===== src/rtl/bd3_pkg.sv =====
`default_nettype none

package bd3_pkg;

    localparam int MAX_WIDTH  = 1024;
    localparam int MAX_HEIGHT = 1024;

    localparam int PIX_W  = 8;
    localparam int CFG_W  = 11;
    localparam int CIDX_W = 2;
    localparam int SIZE_W = $clog2(MAX_WIDTH + 1) > $clog2(MAX_HEIGHT + 4)
                          ? $clog2(MAX_WIDTH + 1) : $clog2(MAX_HEIGHT + 4);
    localparam int COL_W  = $clog2(MAX_WIDTH);
    localparam int ROW_W  = SIZE_W;
    localparam int OC_W   = $clog2(MAX_WIDTH * MAX_HEIGHT);
    localparam int N_W    = OC_W + 1;
    localparam int DIVC_W = $clog2(OC_W);

    localparam int OUT_DEPTH = 3;
    localparam int OPTR_W    = $clog2(OUT_DEPTH);
    localparam int OCNT_W    = $clog2(OUT_DEPTH + 1);

    // register indexes of the configuration port
    localparam logic [CIDX_W-1:0] CFG_FRAME_WIDTH  = 2'd0;
    localparam logic [CIDX_W-1:0] CFG_FRAME_HEIGHT = 2'd1;
    localparam logic [CIDX_W-1:0] CFG_FOREGROUND   = 2'd2;

    localparam logic [CFG_W-1:0] RST_FRAME_WIDTH  = 11'd256;
    localparam logic [CFG_W-1:0] RST_FRAME_HEIGHT = 11'd256;
    localparam logic [PIX_W-1:0] RST_FOREGROUND   = 8'd255;

    typedef struct packed {
        logic             frame_last;
        logic [PIX_W-1:0] pixel_out;
    } t_result;

endpackage

`default_nettype wire


===== src/rtl/bd3_out_fifo.sv =====
`default_nettype none

module bd3_out_fifo (
    input  wire                          i_clk,
    input  wire                          i_rst_n,
    input  wire                          i_push,
    input  bd3_pkg::t_result             i_data,
    input  wire                          i_pop,
    output logic                         o_valid,
    output bd3_pkg::t_result             o_data,
    output logic [bd3_pkg::OCNT_W-1:0]   o_count
);

    bd3_pkg::t_result                r_buf [bd3_pkg::OUT_DEPTH];
    logic [bd3_pkg::OPTR_W-1:0]      r_wptr;
    logic [bd3_pkg::OPTR_W-1:0]      r_rptr;
    logic [bd3_pkg::OCNT_W-1:0]      r_count;
    logic                            pop_ok;

    function automatic logic [bd3_pkg::OPTR_W-1:0] ptr_next(
        input logic [bd3_pkg::OPTR_W-1:0] p
    );
        if (p == bd3_pkg::OPTR_W'(bd3_pkg::OUT_DEPTH - 1)) begin
            return '0;
        end
        return p + bd3_pkg::OPTR_W'(1);
    endfunction

    assign pop_ok  = i_pop && (r_count != '0);
    assign o_valid = (r_count != '0);
    assign o_data  = r_buf[r_rptr];
    assign o_count = r_count;

    always_ff @(posedge i_clk) begin
        if (i_push) begin
            r_buf[r_wptr] <= i_data;
        end
    end

    always_ff @(posedge i_clk) begin
        if (!i_rst_n) begin
            r_wptr  <= '0;
            r_rptr  <= '0;
            r_count <= '0;
        end else begin
            if (i_push) begin
                r_wptr <= ptr_next(r_wptr);
            end
            if (pop_ok) begin
                r_rptr <= ptr_next(r_rptr);
            end
            unique case ({i_push, pop_ok})
                2'b10:   r_count <= r_count + bd3_pkg::OCNT_W'(1);
                2'b01:   r_count <= r_count - bd3_pkg::OCNT_W'(1);
                default: r_count <= r_count;
            endcase
        end
    end

endmodule

`default_nettype wire

===== config.mk =====
export PLATFORM = sky130hd
export DESIGN_NAME = bd3_out_fifo
export DESIGN_NICKNAME = d
export VERILOG_FILES = /design/src/rtl/bd3_pkg.sv /design/src/rtl/bd3_out_fifo.sv
export SDC_FILE = /design/constraint.sdc
export NUM_CORES = 1
export LEC_CHECK = 0
export ABC_AREA = 1
export CAP_MARGIN = 20
export CORE_MARGIN = 3
export CORE_UTILIZATION = 54
export CTS_BUF_LIST = sky130_fd_sc_hd__clkbuf_4 sky130_fd_sc_hd__clkbuf_8
export DETAILED_ROUTE_END_ITERATION = 12
export DONT_BUFFER_PORTS = 1
export PLACE_DENSITY = 0.8
export SYNTH_ARGS = -nofsm -noshare
export SYNTH_HDL_FRONTEND = slang
export SYNTH_SLANG_ARGS = --single-unit

===== constraint.sdc =====
create_clock -name i_clk -period 1.6 [get_ports i_clk]
set_input_delay 0.24 -clock i_clk [delete_from_list [all_inputs] [get_ports i_clk]]
set_output_delay 0.24 -clock i_clk [all_outputs]
set_load 0.03 [all_outputs]

==> impl_metrics.tcl, run 1 <==
set metrics [dict create \
    timing.rr.start "o_count[0]" \
    finalNetCount 160 \
    power_density_mw_per_mm2 1250 \
    grt_util_all_layers_pct 16.5 \
    cp.required_ps 1360 \
    fin_setup_tns_ps 0 \
    cts_root_buffer "clkbuf_4" \
    syn_inst 116 \
    gp_congestion 0.693 \
    ir_worst_vdd_v 0.000903 \
    numCtsBuffers 5 \
    avgSynthCellArea_um2 11.6 \
    drc 0 \
    drv_cap 0 \
    num_vias 938 \
    synth_cell_types 16 \
    hold_start "i_rst_n" \
    ys_seq_area_share_pct 72.3 \
    die_h_um 55.9 \
    utilization_pct 72.8 \
    ant_nets 0 \
    crit_fanout 11 \
    post_drt_via_cell_ratio 5.36 \
    hold_path_end "o_count[1]" \
    outcome "complete, no violations" \
    rows 17 \
    worst_slew_pin_slew_ps 387 \
    cpPeakStageDelay_ps 390 \
    cts_tree "built" \
    ys_warn_count 0 \
    seqCellArea_um2 976 \
    syn_area_mm2 0.00134 \
    skew_ps 2.03 \
    clk_latency_ps 320 \
    overflow 0 \
    firstDrtPassIters 4 \
    path_class "flip-flop to output pin" \
    slowest_stage "dfxtp_4" \
    die_area_mm2 0.00312 \
    path_clk_slew_ps 90 \
    die_x_um 55.9 \
    ys_seq_elements 35 \
    r2r_slack_ps 290 \
    fillers 170 \
    finalCritPeriodShare_pct 93.4 \
    hold_violations 0 \
    clkSinkCount 35 \
    cp-end-kind "output pin" \
    drt_iter0_markers 42 \
    multi_input_area_um2 308 \
    start_kind "flip-flop" \
    maxSlewHeadroom_pct 74.1 \
    drive_gt1_share_pct 20.4 \
    start_util_pct 59.0 \
    cts_setup_buffers 0 \
    min_period_ps 1490 \
    rr_worst_depth 10 \
    hold_path.class "input pin to flip-flop" \
    antenna_found_initial 0 \
    grt_pass1_wl_um 3900 \
    num_antenna_cells 0 \
    setup_viol 0 \
    rsz0062_at_grt "false" \
    wire_per_inst_um 14.8 \
    crit_arrival_ps 1250 \
    min_path_cells 2 \
    fp.coreArea_mm2 0.00228 \
    port-buffer-count 0 \
    htree_levels 2 \
    crit_chain "inv_2 -> nand2_1 -> a21oi_1 -> buf_4" \
    io_pins 25 \
    leakagePower_nw 0.657 \
    r2r_end "o_count[1]" \
    wl_um 2590 \
    synth_nets 130 \
    grt_pass1_vias 907 \
    clk_path_buf_depth 2 \
    grt_max_degree 12 \
    area_growth_pct 23.4 \
    holdWs_ps 30.5 \
    fmax_mhz 669 \
    maxSlewViolCount 0 \
]
-- routing by layer --
layer	vias up	track usage (%)	wire length, um
met5	-	0	0
met4	0	6.10	36
met3	6	5.57	136
met2	28	30.1	1420
met1	450	17.6	997
li1	454	-	-
-- synth_stat cells (all sizes together) --
cell type	n	share of area, %
a21oi	21	7.8
buf	2	0.75
clkinv	1	0.65
dfxtp	8	12
edfxtp	27	60
ha	1	0.93
inv	13	3.6
nand2	17	5.9
nand3	2	0.75
nand4	1	0.47
nor2	19	5.3
nor3	1	0.37
o21ai	3	1.1
-- timing repair --
item,CTS,global route
hold endpoints to repair,6,21
gates resized for setup,2,4
cloned,1,0
hold buffers,3,8
endpoints found under the setup margin,3,5
-- stage by stage --
step	total power, mW	std cells	setup slack (ps)	cell area [um2]
floorplan	1.42	116	78.1	1340
global placement	1.56	155	371	1470
detailed placement	1.57	155	299	1470
CTS	2.06	167	23.1	1570
global route	2.18	175	12.2	1660
finish	2.08	175	106	1660
-- flip-flops by register name, summed over array words and instances (netlist names), named ones only --
signal   count
o_count      2
r_rptr       2
r_wptr       2
r_buf       27
-- worst max path at each step --
stage | startpoint | endpoint | depth (start not counted)
after floorplan | o_count[1] | o_count[1] | 10
after global placement | o_count[1] | o_count[1] | 10
after detailed placement | o_count[1] | o_count[1] | 10
after CTS | flip-flop | o_data[1] | 4
after global routing | flip-flop | o_data[3] | 4
final | flip-flop | o_data[3] | 4
-- layout make-up --
class,count,area share [%]
Sequential cell,35,58.9
Clock inverter,1,0.227
Clock buffer,7,3.55
Inverter,14,3.63
Multi-Input combinational cell,65,18.6
Timing Repair Buffer,24,12.5
Tap cell,28,2.11
Timing Repair inverter,1,0.453
-- cells by family (layout without fill, tap and decap cells) --
kind of cell | Yosys count | count (layout) | synth area share (%)
buffers and inverters | 16 | 47 | 5.03
flip-flops | 35 | 35 | 72.3
AND/OR/NAND/NOR | 40 | 40 | 12.8
adder cells (fa/ha/maj) | 1 | 1 | 0.932
AO/OA/AOI/OAI | 24 | 24 | 8.95
-- where the power goes --
part / leakage [nW] / switching, mW / internal, mW
clock network: 0.0364 / 0.257 / 0.227
logic: 0.304 / 0.327 / 0.183
registers: 0.317 / 0.0439 / 1.04
total: 0.657 / 0.628 / 1.45
-- critical path, delay by kind of cell, from the launching register on --
kind / cells / cell delay (ps)
buf+inv: 2 / 300
simple gates: 1 / 70
compound gates: 1 / 170
flops: 1 / 390
-- cells in the final DEF, fill, tap and decap left out --
cell type,n
a21oi_1,20
a21oi_2,1
buf_4,13
clkbuf_4,6
clkbuf_8,1
clkinv_1,1
clkinv_4,1
clkinvlp_4,1
dfxtp_1,6
dfxtp_2,1
dfxtp_4,1
dlygate4sd3_1,11
edfxtp_1,27
ha_1,1
inv_1,10
inv_2,2
inv_4,1
nand2_1,15
nand2_4,2
nand3_1,2
nand4_1,1
nor2_1,19
nor3_1,1
o21ai_0,1
o21ai_1,2
Note: power is estimated with default switching activity, not from simulation.
==> run 2: changes to the inputs <==
--- a/config.mk
+++ b/config.mk
@@ -12,6 +12,7 @@
 export CTS_BUF_LIST = sky130_fd_sc_hd__clkbuf_4 sky130_fd_sc_hd__clkbuf_8
 export DETAILED_ROUTE_END_ITERATION = 12
 export DONT_BUFFER_PORTS = 1
+export MAX_ROUTING_LAYER = met4
 export PLACE_DENSITY = 0.8
 export SYNTH_ARGS = -nofsm -noshare
 export SYNTH_HDL_FRONTEND = slang
==> constraint.sdc (replaced) <==
create_clock -name i_clk -period 1.6 [get_ports i_clk]
set_input_delay 0.24 -clock i_clk [delete_from_list [all_inputs] [get_ports i_clk]]
set_output_delay 0.24 -clock i_clk [all_outputs]
set_load 0.02 [all_outputs]
==> run 2 against run 1 <==
  * Critical path depth is the same
  * Routed wire length shrank 7.8%
  * Core utilization shrank 1.8 points
  * Power is 5.7% lower
  * Sequential cell count unchanged
  * Die area unchanged
  * Hold slack lost 15 ps
  * Fmax shrank 1.6%
  * Cell area is 2.5% lower
  * Combinational power down 14%
  * Clock skew up 7.2 ps
  * Critical path type unchanged
  * Largest power group unchanged
  * Highest routed layer unchanged
==> impl_metrics.tcl, run 2 (same netlist as run 1, synthesis figures left out) <==
set metrics [dict create \
    outcome "complete, no violations" \
    overflow 0 \
    ant_nets 0 \
    io_pins 25 \
    dp.cells 155 \
    r2r_end "o_count[1]" \
    clkSinkCount 35 \
    min_path_cells 2 \
    grt_pass1_wl_um 4050 \
    cp-end-kind "output pin" \
    grt_max_degree 12 \
    maxSlewHeadroom_pct 73.9 \
    rows 17 \
    p_int_mw 1.37 \
    highest_layer "met4" \
    cts_tree "built" \
    firstDrtPassIters 4 \
    sequentialPowerShare_pct 55.1 \
    wire_per_inst_um 13.9 \
    mostFrequentLayoutCells "27 x edfxtp_1, 21 x a21oi_1, 19 x nor2_1" \
    fp.coreArea_mm2 0.00228 \
    maxSlewViolCount 0 \
    hold_violations 0 \
    start_kind "flip-flop" \
    regMostFlops "r_buf" \
    drive_gt1_share_pct 18.8 \
    largest_reg_flops 27 \
    drv_cap 0 \
    wl_met3_um 129 \
    p_comb_share_pct 22.5 \
    crit_fanout 10 \
    fin_setup_tns_ps 0 \
    cp.required_ps 1360 \
    path_clk_slew_ps 100 \
    path_class "flip-flop to output pin" \
    rsz0062_at_grt "false" \
    finalCritPeriodShare_pct 94.9 \
    hold_start "i_rst_n" \
    start_util_pct 59.0 \
    gp_congestion 0.719 \
    num_vias 899 \
    skew_ps 9.18 \
    hold_path.class "input pin to flip-flop" \
    placed_area_mm2 0.00147 \
    power_density_mw_per_mm2 1210 \
    timing.rr.start "o_count[1]" \
    min_period_ps 1520 \
    cts_setup_buffers 0 \
    clk_latency_ps 340 \
    htree_levels 2 \
    wl_met2_um 1300 \
    drc 0 \
    met1Wirelength_um 924 \
    antenna_found_initial 0 \
    grt_pass1_vias 918 \
    worst_slew_pin_slew_ps 392 \
    post_drt_via_cell_ratio 5.23 \
    port-buffer-count 0 \
    hold_path_end "o_count[1]" \
    num_antenna_cells 0 \
    crit_arrival_ps 1280 \
    swShare_pct 30.0 \
    die_h_um 55.9 \
    wl_um 2390 \
    drt_iter0_markers 35 \
    die_area_mm2 0.00312 \
    r2r_slack_ps 230 \
    ir_worst_vdd_v 0.000779 \
    rr_worst_depth 10 \
    layout.cells.non_filler 172 \
    cts_root_buffer "clkbuf_4" \
    leakagePower_nw 0.639 \
    p_sw_uw 587 \
    design_area_mm2 0.00162 \
    area_growth_pct 20.3 \
    grt_util_all_layers_pct 17.7 \
    numCtsBuffers 5 \
    finalNetCount 157 \
    die_x_um 55.9 \
    fmax_mhz 659 \
    clk_path_buf_depth 2 \
    final_common_cell "edfxtp_1" \
    power_frac_clock_pct 22.4 \
    holdWs_ps 15.7 \
    total_power_mw 1.96 \
    setup_viol 0 \
]
[run 2: final cells by class]
type	instances	area, um2
Fill cell	155	661
Multi-Input combinational cell	65	304
Sequential cell	35	976
Tap cell	28	35.0
Inverter	14	60.1
Clock inverter	3	15.0
Timing Repair Buffer	22	188
Clock buffer	5	37.5
[run 2: worst max-delay path, cell delays in order (launching register included)]
cell and delay, ps:
dfxtp_4 400, inv_4 110, nand2_1 60, a21oi_1 190, buf_4 170
[run 2: how the worst max path moves through the flow]
| stage | slack (ps) | from | endpoint |
|---|---|---|---|
| after floorplan | 180 | r_wptr[0] | r_buf[2][0] |
| after global placement | 320 | flip-flop | o_data[2] |
| after detailed placement | 260 | o_count[1] | o_count[1] |
| after CTS | 4 | flip-flop | o_data[2] |
| after global routing | 5 | flip-flop | o_data[5] |
| final | 80 | flip-flop | o_data[2] |
[run 2: power groups by stage]
stage	clock (mW)	combinational (mW)	sequential [mW]
after floorplan	0	0.274	1.09
after global placement	0	0.402	1.09
after detailed placement	0	0.418	1.10
after CTS	0.454	0.442	1.08
after global routing	0.505	0.482	1.09
final	0.440	0.440	1.08
[run 2: stage by stage]
stage	utilization [%]	setup WS [ps]
4_1_cts	70.7	4.42
3_5_place_dp	64.4	258
6_report	71.0	81.4
5_1_grt	71.0	4.69
2_1_floorplan	-	182
3_3_place_gp	64.4	323
[run 2: layer usage]
layer	vias up	global-route usage (%)
met1	418	18.7
met4	0	7.46
li1	450	-
met3	6	5.57
met2	25	30.4
met5	-	-
[run 2: repair_timing]
action	CTS	global route
hold buffers	9	0
hold endpoints to repair	27	0
gates resized for setup	1	3
setup endpoints to repair	9	9
